$ cat src/design/cleb_pkg.sv
`default_nettype none
// ----------------------------------------------------------------------------
// cleb_pkg
// Shared types, constants and index helpers of the console line edit buffer.
// ----------------------------------------------------------------------------
package cleb_pkg;

  // Ring geometry. Indices count modulo twice the ring depth.
  localparam int unsigned BUF_DEPTH = 128;
  localparam int unsigned IDX_MOD   = 2 * BUF_DEPTH;
  localparam int unsigned IDX_W     = $clog2(IDX_MOD);
  localparam int unsigned SLOT_W    = $clog2(BUF_DEPTH);
  localparam int unsigned CHAR_W    = 8;
  localparam int unsigned EXT_W     = (IDX_W > CHAR_W) ? IDX_W : CHAR_W + 1;

  typedef logic [IDX_W-1:0]  cleb_idx_t;
  typedef logic [SLOT_W-1:0] cleb_slot_t;
  typedef logic [CHAR_W-1:0] cleb_char_t;

  // Control characters
  localparam cleb_char_t CH_NUL    = 8'h00;
  localparam cleb_char_t CH_CTRL_D = 8'h04;
  localparam cleb_char_t CH_CTRL_H = 8'h08;
  localparam cleb_char_t CH_CTRL_P = 8'h10;
  localparam cleb_char_t CH_CTRL_U = 8'h15;
  localparam cleb_char_t CH_DEL    = 8'h7F;
  localparam cleb_char_t CH_CR     = 8'h0D;
  localparam cleb_char_t CH_LF     = 8'h0A;
  localparam cleb_char_t ERASE_MAX = 8'hFF;

  typedef enum logic {
    OP_RX   = 1'b0,
    OP_READ = 1'b1
  } cleb_op_t;

  typedef enum logic [1:0] {
    RD_NONE = 2'd0,
    RD_BYTE = 2'd1,
    RD_EOF  = 2'd2
  } cleb_rd_status_t;

  typedef struct packed {
    logic            echo_valid;
    cleb_char_t      echo_char;
    cleb_char_t      erase_count;
    logic            line_ready;
    logic            dump_request;
    cleb_rd_status_t read_status;
    cleb_char_t      read_byte;
  } cleb_result_t;

  typedef struct packed {
    cleb_idx_t read_idx;
    cleb_idx_t commit_idx;
    cleb_idx_t edit_idx;
  } cleb_ptrs_t;

  typedef struct packed {
    logic       en;
    cleb_slot_t addr;
    cleb_char_t data;
  } cleb_wr_t;

  function automatic cleb_idx_t idx_inc(cleb_idx_t a);
    return (a == cleb_idx_t'(IDX_MOD - 1)) ? '0 : a + cleb_idx_t'(1);
  endfunction

  function automatic cleb_idx_t idx_dec(cleb_idx_t a);
    return (a == '0) ? cleb_idx_t'(IDX_MOD - 1) : a - cleb_idx_t'(1);
  endfunction

  function automatic cleb_idx_t idx_dist(cleb_idx_t hi, cleb_idx_t lo);
    logic [IDX_W:0] wrap;
    wrap = {1'b0, hi} + (IDX_W + 1)'(IDX_MOD) - {1'b0, lo};
    return (hi >= lo) ? hi - lo : wrap[IDX_W-1:0];
  endfunction

  function automatic cleb_slot_t idx_slot(cleb_idx_t a);
    cleb_idx_t folded;
    folded = (a >= cleb_idx_t'(BUF_DEPTH)) ? a - cleb_idx_t'(BUF_DEPTH) : a;
    return folded[SLOT_W-1:0];
  endfunction

  function automatic cleb_char_t erase_sat(cleb_idx_t d);
    logic [EXT_W-1:0] ext;
    ext = EXT_W'(d);
    return (ext > EXT_W'(ERASE_MAX)) ? ERASE_MAX : ext[CHAR_W-1:0];
  endfunction

endpackage
`default_nettype wire

$ cat src/design/cleb_if.sv
`default_nettype none
// ----------------------------------------------------------------------------
// cleb_in_if / cleb_out_if
// Valid/ready channels for requests into and results out of the buffer.
// ----------------------------------------------------------------------------
interface cleb_in_if;
  logic       valid;
  logic       ready;
  logic       opcode;
  logic [7:0] rx_char;
  logic       first_of_read;

  modport source (output valid, opcode, rx_char, first_of_read, input ready);
  modport sink   (input valid, opcode, rx_char, first_of_read, output ready);
endinterface

interface cleb_out_if;
  logic       valid;
  logic       ready;
  logic       echo_valid;
  logic [7:0] echo_char;
  logic [7:0] erase_count;
  logic       line_ready;
  logic       dump_request;
  logic [1:0] read_status;
  logic [7:0] read_byte;

  modport source (output valid, echo_valid, echo_char, erase_count, line_ready,
                  dump_request, read_status, read_byte, input ready);
  modport sink   (input valid, echo_valid, echo_char, erase_count, line_ready,
                  dump_request, read_status, read_byte, output ready);
endinterface
`default_nettype wire

$ cat src/design/console_line_edit_buffer_top.sv
`default_nettype none
// ----------------------------------------------------------------------------
// console_line_edit_buffer_top
// Cooked-mode console input buffer: ring of received bytes with edit support.
// ----------------------------------------------------------------------------
// Each request is either a received character (stored, echoed, erased or
// committed as a line) or a read of one committed byte; every request gives
// exactly one result, shown in the next cycle in an output register. It
// keeps taking requests as long as that register is empty or being drained
// in the same cycle, so the sustained rate is one request per cycle, set by
// the output register, while the receiver takes results. The byte at the
// read index is fetched ahead from the line store RAM (registered read), so
// a read request does not wait on the RAM. The line store has no reset and
// no clearing pass; only committed slots, always written first, are read.
// ----------------------------------------------------------------------------
module console_line_edit_buffer_top
  import cleb_pkg::*;
(
  input wire logic clk,
  input wire logic rst_n,
  cleb_in_if.sink    in_ch,
  cleb_out_if.source out_ch
);

  cleb_ptrs_t   ptrs_r;
  cleb_ptrs_t   ptrs_nxt;
  cleb_ptrs_t   core_ptrs;
  cleb_wr_t     core_wr;
  cleb_result_t core_res;
  cleb_result_t res_r;
  logic         out_valid_r;
  logic         in_fire;
  logic         wr_en;
  cleb_slot_t   rd_addr;
  cleb_char_t   ram_rd_data;
  logic         fwd_r;
  cleb_char_t   fwd_data_r;
  cleb_char_t   head_byte;

  // Accept while the result register is empty or being taken this cycle.
  assign in_ch.ready = !out_valid_r || out_ch.ready;
  assign in_fire     = in_ch.valid && in_ch.ready;

  // Byte at the read index: take the forwarded write when the prefetch
  // collided with a store write to the same slot.
  assign head_byte = fwd_r ? fwd_data_r : ram_rd_data;

  cleb_core u_core (
    .opcode        (in_ch.opcode),
    .rx_char       (in_ch.rx_char),
    .first_of_read (in_ch.first_of_read),
    .ptrs          (ptrs_r),
    .head_byte     (head_byte),
    .ptrs_nxt      (core_ptrs),
    .wr            (core_wr),
    .res           (core_res)
  );

  // Advance the indices only on an accepted request.
  assign ptrs_nxt = in_fire ? core_ptrs : ptrs_r;
  assign wr_en    = in_fire && core_wr.en;

  // Prefetch the slot the read index will point at next cycle.
  assign rd_addr = idx_slot(ptrs_nxt.read_idx);

  cleb_ram #(
    .WIDTH (CHAR_W),
    .DEPTH (BUF_DEPTH)
  ) u_line_store (
    .clk     (clk),
    .wr_en   (wr_en),
    .wr_addr (core_wr.addr),
    .wr_data (core_wr.data),
    .rd_addr (rd_addr),
    .rd_data (ram_rd_data)
  );

  // Index and handshake state
  always_ff @(posedge clk) begin
    if (!rst_n) begin
      ptrs_r      <= '0;
      out_valid_r <= 1'b0;
      fwd_r       <= 1'b0;
    end else begin
      ptrs_r <= ptrs_nxt;
      fwd_r  <= wr_en && (core_wr.addr == rd_addr);
      if (in_fire) begin
        out_valid_r <= 1'b1;
      end else if (out_ch.ready) begin
        out_valid_r <= 1'b0;
      end
    end
  end

  // Payload: hold the result until taken; hold the forwarded byte.
  always_ff @(posedge clk) begin
    if (in_fire) begin
      res_r <= core_res;
    end
    fwd_data_r <= core_wr.data;
  end

  assign out_ch.valid        = out_valid_r;
  assign out_ch.echo_valid   = res_r.echo_valid;
  assign out_ch.echo_char    = res_r.echo_char;
  assign out_ch.erase_count  = res_r.erase_count;
  assign out_ch.line_ready   = res_r.line_ready;
  assign out_ch.dump_request = res_r.dump_request;
  assign out_ch.read_status  = res_r.read_status;
  assign out_ch.read_byte    = res_r.read_byte;

endmodule
`default_nettype wire

$ cat src/design/cleb_ram.sv
`default_nettype none
// ----------------------------------------------------------------------------
// cleb_ram
// Generic single write port, single read port RAM with registered read.
// ----------------------------------------------------------------------------
module cleb_ram #(
  parameter int unsigned WIDTH = 8,
  parameter int unsigned DEPTH = 128
) (
  input  wire logic                     clk,
  input  wire logic                     wr_en,
  input  wire logic [$clog2(DEPTH)-1:0] wr_addr,
  input  wire logic [WIDTH-1:0]         wr_data,
  input  wire logic [$clog2(DEPTH)-1:0] rd_addr,
  output      logic [WIDTH-1:0]         rd_data
);

  logic [WIDTH-1:0] mem_r [DEPTH];

  // Read returns the old contents on a same-address write.
  always_ff @(posedge clk) begin
    if (wr_en) begin
      mem_r[wr_addr] <= wr_data;
    end
    rd_data <= mem_r[rd_addr];
  end

endmodule
`default_nettype wire

$ cat src/design/cleb_core.sv
`default_nettype none
// ----------------------------------------------------------------------------
// cleb_core
// Line discipline decode: next indices, store write and result of a request.
// ----------------------------------------------------------------------------
module cleb_core
  import cleb_pkg::*;
(
  input  wire logic         opcode,
  input  wire cleb_char_t   rx_char,
  input  wire logic         first_of_read,
  input  wire cleb_ptrs_t   ptrs,
  input  wire cleb_char_t   head_byte,
  output      cleb_ptrs_t   ptrs_nxt,
  output      cleb_wr_t     wr,
  output      cleb_result_t res
);

  cleb_idx_t  edit_inc;
  cleb_idx_t  fill;
  cleb_char_t ch;

  assign edit_inc = idx_inc(ptrs.edit_idx);
  assign fill     = idx_dist(ptrs.edit_idx, ptrs.read_idx);
  assign ch       = (rx_char == CH_CR) ? CH_LF : rx_char;

  always_comb begin
    ptrs_nxt = ptrs;
    wr.en    = 1'b0;
    wr.addr  = idx_slot(ptrs.edit_idx);
    wr.data  = ch;
    res      = '0;

    if (opcode == OP_RX) begin
      if (rx_char == CH_CTRL_P) begin
        res.dump_request = 1'b1;
      end else if (rx_char == CH_CTRL_U) begin
        res.erase_count   = erase_sat(idx_dist(ptrs.edit_idx, ptrs.commit_idx));
        ptrs_nxt.edit_idx = ptrs.commit_idx;
      end else if (rx_char == CH_CTRL_H || rx_char == CH_DEL) begin
        if (ptrs.edit_idx != ptrs.commit_idx) begin
          ptrs_nxt.edit_idx = idx_dec(ptrs.edit_idx);
          res.erase_count   = 8'd1;
        end
      end else if (rx_char != CH_NUL && fill < cleb_idx_t'(BUF_DEPTH)) begin
        wr.en             = 1'b1;
        res.echo_valid    = 1'b1;
        res.echo_char     = ch;
        ptrs_nxt.edit_idx = edit_inc;
        // commit on newline, end of file or a ring that is now full
        if (ch == CH_LF || ch == CH_CTRL_D || fill == cleb_idx_t'(BUF_DEPTH - 1)) begin
          ptrs_nxt.commit_idx = edit_inc;
          res.line_ready      = 1'b1;
        end
      end
    end else if (ptrs.read_idx != ptrs.commit_idx) begin
      if (head_byte == CH_CTRL_D) begin
        res.read_status = RD_EOF;
        if (first_of_read) begin
          ptrs_nxt.read_idx = idx_inc(ptrs.read_idx);
        end
      end else begin
        res.read_status   = RD_BYTE;
        res.read_byte     = head_byte;
        ptrs_nxt.read_idx = idx_inc(ptrs.read_idx);
      end
    end
  end

endmodule
`default_nettype wire

$ cat src/flat_wrapper.sv
// flat-port wrapper written by rule: the top's interface ports become plain ports
module console_line_edit_buffer_top_flat import cleb_pkg::*;
  (clk, rst_n, in_ch_valid, in_ch_opcode, in_ch_rx_char, in_ch_first_of_read, in_ch_ready, out_ch_valid, out_ch_echo_valid, out_ch_echo_char, out_ch_erase_count, out_ch_line_ready, out_ch_dump_request, out_ch_read_status, out_ch_read_byte, out_ch_ready);
  cleb_in_if in_ch_i ();
  cleb_out_if out_ch_i ();
  input wire logic clk;
  input wire logic rst_n;
  input wire logic [$bits(in_ch_i.valid)-1:0] in_ch_valid;
  input wire logic [$bits(in_ch_i.opcode)-1:0] in_ch_opcode;
  input wire logic [$bits(in_ch_i.rx_char)-1:0] in_ch_rx_char;
  input wire logic [$bits(in_ch_i.first_of_read)-1:0] in_ch_first_of_read;
  output wire logic [$bits(in_ch_i.ready)-1:0] in_ch_ready;
  output wire logic [$bits(out_ch_i.valid)-1:0] out_ch_valid;
  output wire logic [$bits(out_ch_i.echo_valid)-1:0] out_ch_echo_valid;
  output wire logic [$bits(out_ch_i.echo_char)-1:0] out_ch_echo_char;
  output wire logic [$bits(out_ch_i.erase_count)-1:0] out_ch_erase_count;
  output wire logic [$bits(out_ch_i.line_ready)-1:0] out_ch_line_ready;
  output wire logic [$bits(out_ch_i.dump_request)-1:0] out_ch_dump_request;
  output wire logic [$bits(out_ch_i.read_status)-1:0] out_ch_read_status;
  output wire logic [$bits(out_ch_i.read_byte)-1:0] out_ch_read_byte;
  input wire logic [$bits(out_ch_i.ready)-1:0] out_ch_ready;
  assign in_ch_i.valid = in_ch_valid;
  assign in_ch_i.opcode = in_ch_opcode;
  assign in_ch_i.rx_char = in_ch_rx_char;
  assign in_ch_i.first_of_read = in_ch_first_of_read;
  assign in_ch_ready = in_ch_i.ready;
  assign out_ch_valid = out_ch_i.valid;
  assign out_ch_echo_valid = out_ch_i.echo_valid;
  assign out_ch_echo_char = out_ch_i.echo_char;
  assign out_ch_erase_count = out_ch_i.erase_count;
  assign out_ch_line_ready = out_ch_i.line_ready;
  assign out_ch_dump_request = out_ch_i.dump_request;
  assign out_ch_read_status = out_ch_i.read_status;
  assign out_ch_read_byte = out_ch_i.read_byte;
  assign out_ch_i.ready = out_ch_ready;
  console_line_edit_buffer_top u_core (.clk(clk), .rst_n(rst_n), .in_ch(in_ch_i), .out_ch(out_ch_i));
endmodule
$ cat config.mk
export PLATFORM = sky130hd
export DESIGN_NAME = console_line_edit_buffer_top_flat
export DESIGN_NICKNAME = d
export VERILOG_FILES = /design/src/design/cleb_pkg.sv /design/src/design/cleb_if.sv /design/src/design/console_line_edit_buffer_top.sv /design/src/design/cleb_ram.sv /design/src/design/cleb_core.sv /design/src/flat_wrapper.sv
export SDC_FILE = /design/constraint.sdc
export NUM_CORES = 1
export LEC_CHECK = 0
export BUFFER_PORTS_ARGS = -buffer_cell sky130_fd_sc_hd__buf_4
export CORE_ASPECT_RATIO = 0.6
export CORE_MARGIN = 1.5
export CORE_UTILIZATION = 57
export CTS_BUF_LIST = sky130_fd_sc_hd__clkbuf_4 sky130_fd_sc_hd__clkbuf_8 sky130_fd_sc_hd__clkbuf_16
export CTS_CLUSTER_SIZE = 16
export DETAILED_ROUTE_END_ITERATION = 6
export PLACE_DENSITY_LB_ADDON = 0.3
export SYNTH_ARGS = -nofsm -noshare
export SYNTH_HDL_FRONTEND = slang
export SYNTH_SLANG_ARGS = --single-unit
$ cat constraint.sdc
create_clock -name clk -period 5.4 [get_ports clk]
set_clock_uncertainty 0.15 [all_clocks]
set_input_delay 1.08 -clock clk [delete_from_list [all_inputs] [get_ports clk]]
set_output_delay 1.08 -clock clk [all_outputs]
set_load 0.005 [all_outputs]
==> run_results.csv <==
group,metric,value,unit
synthesis,syn_nets,3499,
worst_setup_path,path_common_cell,"sky130_fd_sc_hd__buf_4",
floorplan,start_util,58.1,%
pwr,p_leak,17.2,nW
global_routing,via_count_of_the_first_global_routing_pass,30500,
floorplan,die-area,83600,µm²
pwr,sw_frac_of_total,22.5,%
worst_setup_path,worst_path_max_delay_cell,"sky130_fd_sc_hd__a2bb2oi_4",
worst_setup_path,worst-setup-path-type,"reg2reg",
worst_setup_path,setup.worst_path.end_class,"flop",
cts,num_cts_buffers,96,
outcome,status,"finished, violations left",
cts,post_cts_resize_count,0,
routing,drt.antenna.violating_nets,0,
pwr,share_clk_of_total_power,40.2,%
sta,number_of_setup_violations_in_the_final_report,0,
pwr,p_int,13.7,mW
cts,cts_htree_levels,3,
synthesis,synth.most_common_cell,"sky130_fd_sc_hd__edfxtp_1",
synthesis,yosys_warnings,0,
worst_setup_path,chain_of_cells_forming_the_critical_path,"nor4b_1 -> nand3b_1 -> a21oi_2 -> buf_4 -> nor3_1 -> a2bb2oi_4 -> buf_4 -> a21oi_1 -> a22o_1 -> a2111oi_0 -> or4_1 -> nor4bb_1",
global_routing,antenna_found_initial,5,
worst_setup_path,crit_arrival,5.61,ns
pwr,comb_pwr_share,6.3,%
place,hpwlAfterDp,80600,µm
pwr,p_per_area,337,nW/µm²
sta,final-max-slew-violation-count,0,
min_path,worst_hold_path_type,"reg2reg",
synthesis,synth.top_cell.area_share,67.8,%
cts,ctsHoldBuffers,0,
sta,final_period_demand_of_the_worst_path,5.16,ns
run,drv_cap,0,
synthesis,ys_async_sr_fraction,0,%
sta,fraction_of_the_cycle_the_final_worst_path_needs,95.6,%
cts,cts_post_setup_buffers_inserted,0,
global_routing,grt_remaining_overflow,0,
worst_setup_path,worst-endpoint-required,5.85,ns
cells_and_area,areaGrowthSynthToFinish,12.2,%
cts,clk_pin_slew,0.06,ns
place,gp_routability_congestion,0.946,
cts,tritoncts,"built",
synthesis,synth-main-ff-cell,"sky130_fd_sc_hd__edfxtp_1",
outcome,violations,"design-rule violations",
routing,detailedRoute.firstIterationViolations,5628,
global_routing,grt_pass1_wl,196000,µm
sta,worst_slack_on_hold_paths,0.433,ns
cells_and_area,nFillCells,5545,
synthesis,yosysSeqAreaShare,69.6,%
pwr,power_frac_seq,53.5,%
sta,slew_headroom,18.6,%
sta,rsz0062_at_grt,"false",
sta,tightest_slew,1.22,ns
synthesis,synth_seq_cells,1095,
synthesis,synth_top_cells_by_area,"sky130_fd_sc_hd__edfxtp_1 68%, sky130_fd_sc_hd__nand2_1 4.3%, sky130_fd_sc_hd__a21oi_1 3.2%",
pwr,switchingPower,3.97,mW
synthesis,syn-mean-instance-area,13.5,µm²
place,placed_cell_area,49100,µm²
place,port_buffers,44,
pwr,peakVddDrop,0.334,mV
synthesis,synth-edff-count,1053,
worst_setup_path,worstSetupStartpointType,"flop",
cells_and_area,drive_gt1_share,13.8,%
synthesis,synth_top_cell_by_area,"sky130_fd_sc_hd__edfxtp_1",
cells_and_area,post-route-cell-area,52300,µm²
routing,drt-vias-per-instance,6.81,
cts,clock_sinks,1095,
synthesis,netlist_instances,3465,
floorplan,core-area,80200,µm²
sta,maximum_achievable_frequency,194,MHz
cells_and_area,nNetsFinal,3605,
floorplan,floorplan.io_pins,45,
routing,drt-total-wl,133000,µm
global_routing,grt_start_max_net_pins,131,
sta,hold_viol_final,0,
routing,first_pass_iters,7,
cts,cts.root.buffer_cell,"sky130_fd_sc_hd__clkbuf_16",
floorplan,die_h,225,µm
synthesis,synth.cell_area,46600,µm²
floorplan,std_cell_rows,80,
worst_setup_path,worst_path_largest_cell_delay,0.83,ns
routing,detailroute.via_count,32100,
synthesis,count_of_different_cell_masters_after_synthesis,79,
worst_setup_path,path_max_fanout,28,
routing,drc_errors,1,
routing,post_drt_wl_per_cell,28.3,µm
cts,insertion_delay,0.69,ns
cts,cts.path.max_buffers,3,
floorplan,die_x,372,µm
global_routing,track_usage,31.8,%
synthesis,yosys-top-cells-count,"1053 x sky130_fd_sc_hd__edfxtp_1, 537 x sky130_fd_sc_hd__nand2_1, 296 x sky130_fd_sc_hd__a21oi_1, 123 x sky130_fd_sc_hd__clkbuf_1, 116 x sky130_fd_sc_hd__and3_1",
==> cell type report <==
type | count | area (µm²) | area share, %
diodes | 1 | 2.50 | 0.00478
clock buffers | 128 | 2730 | 5.22
clock inverters | 46 | 482 | 0.921
inverters | 33 | 124 | 0.237
multi-input cells | 2063 | 12800 | 24.4
flip-flops and latches | 1095 | 32500 | 62.1
well taps | 1066 | 1330 | 2.55
repair buffers | 282 | 2390 | 4.57
==> stage by stage <==
stage               total power [mW]  utilization (%)  setup TNS (ns)  worst slack, ns  cells
global placement                10.7             61.2               0            0.163   4539
floorplan                       10.2                -          -44.21           -0.173   3465
CTS                             17.6             65.3               0            0.489   4713
global route                    18.0             65.3               0           0.0390   4713
detailed placement              10.7             61.2               0            0.195   4539
finish                          17.6             65.3               0            0.239   4714
==> layer usage <==
layer	share of wire [%]	global-route usage, %
met1	41	48.3
met2	43	44.6
met3	14	8.82
met4	2.8	9.64
met5	0.023	0
==> registers in the layout, summed over array words and instances, names as in the netlist <==
name / cells
u_core.ptrs_r: 24
u_core.out_ch.line_ready: 1
u_core.out_ch.read_byte: 8
u_core.out_ch.valid: 1
u_core.fwd_data_r: 8
u_core.fwd_r: 1
u_core.out_ch.dump_request: 1
u_core.u_line_store.rd_data: 8
u_core.out_ch.echo_valid: 1
u_core.out_ch.erase_count: 8
u_core.u_line_store.mem_r: 1024
u_core.out_ch.read_status: 2
u_core.out_ch.echo_char: 8
==> worst paths after layout <==
path | startpoint | end | slack, ns | depth (start not counted)
worst max register to register | u_core.u_line_store.rd_data[2]$_DFF_P_ | u_core.u_line_store.rd_data[6]$_DFF_P_ | 0.24 | 12
worst min-delay path | u_core.ptrs_r[11]$_SDFFE_PN0P_ | u_core.ptrs_r[11]$_SDFFE_PN0P_ | 0.43 | 2
worst max-delay path | u_core.u_line_store.rd_data[2]$_DFF_P_ | u_core.u_line_store.rd_data[6]$_DFF_P_ | 0.24 | 12
worst min register to register | u_core.ptrs_r[11]$_SDFFE_PN0P_ | u_core.ptrs_r[11]$_SDFFE_PN0P_ | 0.43 | 2
==> critical path: cells and delay by family (launching register included) <==
kind / cells / cell delay [ns]
and+or+nand+nor: 5 / 1.45
AOI/OAI and AO/OA: 5 / 2.24
buffers and inverters: 2 / 0.60
DFF: 1 / 0.60
==> power groups by stage <==
stage | logic (mW) | registers [mW] | clock network [mW]
after floorplan | 0.605 | 9.60 | 0
after global placement | 1.05 | 9.61 | 0
after detailed placement | 1.07 | 9.61 | 0
after CTS | 1.08 | 9.43 | 7.14
after global routing | 1.16 | 9.43 | 7.45
final | 1.11 | 9.43 | 7.10
==> cell families after synthesis <==
group                    after synthesis  share of synthesized area, %
flip-flops                          1095                          69.6
AND/OR/NAND/NOR                     1053                          10.5
AO/OA/AOI/OAI                        834                          12.5
buffers and inverters                307                          3.31
multiplexers                         113                          2.60
XOR/XNOR                              43                         0.824
adder cells (fa/ha/maj)               20                         0.569
==> cells in the final DEF (no fill, tap or decap), types with 11 or more instances in the layout <==
cell type	instances
sky130_fd_sc_hd__nand3_1	60
sky130_fd_sc_hd__nor4_1	20
sky130_fd_sc_hd__a2bb2oi_1	32
sky130_fd_sc_hd__dfxtp_1	41
sky130_fd_sc_hd__o21ai_0	27
sky130_fd_sc_hd__clkinv_2	13
sky130_fd_sc_hd__and3_1	116
sky130_fd_sc_hd__ha_1	18
sky130_fd_sc_hd__nor3_1	113
sky130_fd_sc_hd__o22ai_1	58
sky130_fd_sc_hd__a22o_1	24
sky130_fd_sc_hd__mux2_2	23
sky130_fd_sc_hd__a2111oi_0	47
sky130_fd_sc_hd__mux2i_1	49
sky130_fd_sc_hd__mux2_1	41
sky130_fd_sc_hd__nand4_1	11
sky130_fd_sc_hd__and2_1	13
sky130_fd_sc_hd__xor2_1	21
sky130_fd_sc_hd__a211oi_1	115
sky130_fd_sc_hd__clkbuf_16	99
sky130_fd_sc_hd__a32oi_1	56
sky130_fd_sc_hd__clkinv_1	17
sky130_fd_sc_hd__nor2_1	87
sky130_fd_sc_hd__inv_1	32
sky130_fd_sc_hd__buf_4	260
sky130_fd_sc_hd__edfxtp_1	1053
sky130_fd_sc_hd__buf_12	22
sky130_fd_sc_hd__xnor2_1	21
sky130_fd_sc_hd__a21oi_1	295
sky130_fd_sc_hd__nor3b_1	16
sky130_fd_sc_hd__a22oi_1	32
sky130_fd_sc_hd__clkbuf_4	23
sky130_fd_sc_hd__nand2_1	535
sky130_fd_sc_hd__a311o_1	64
No activity file was read; power rests on OpenSTA's default activity.
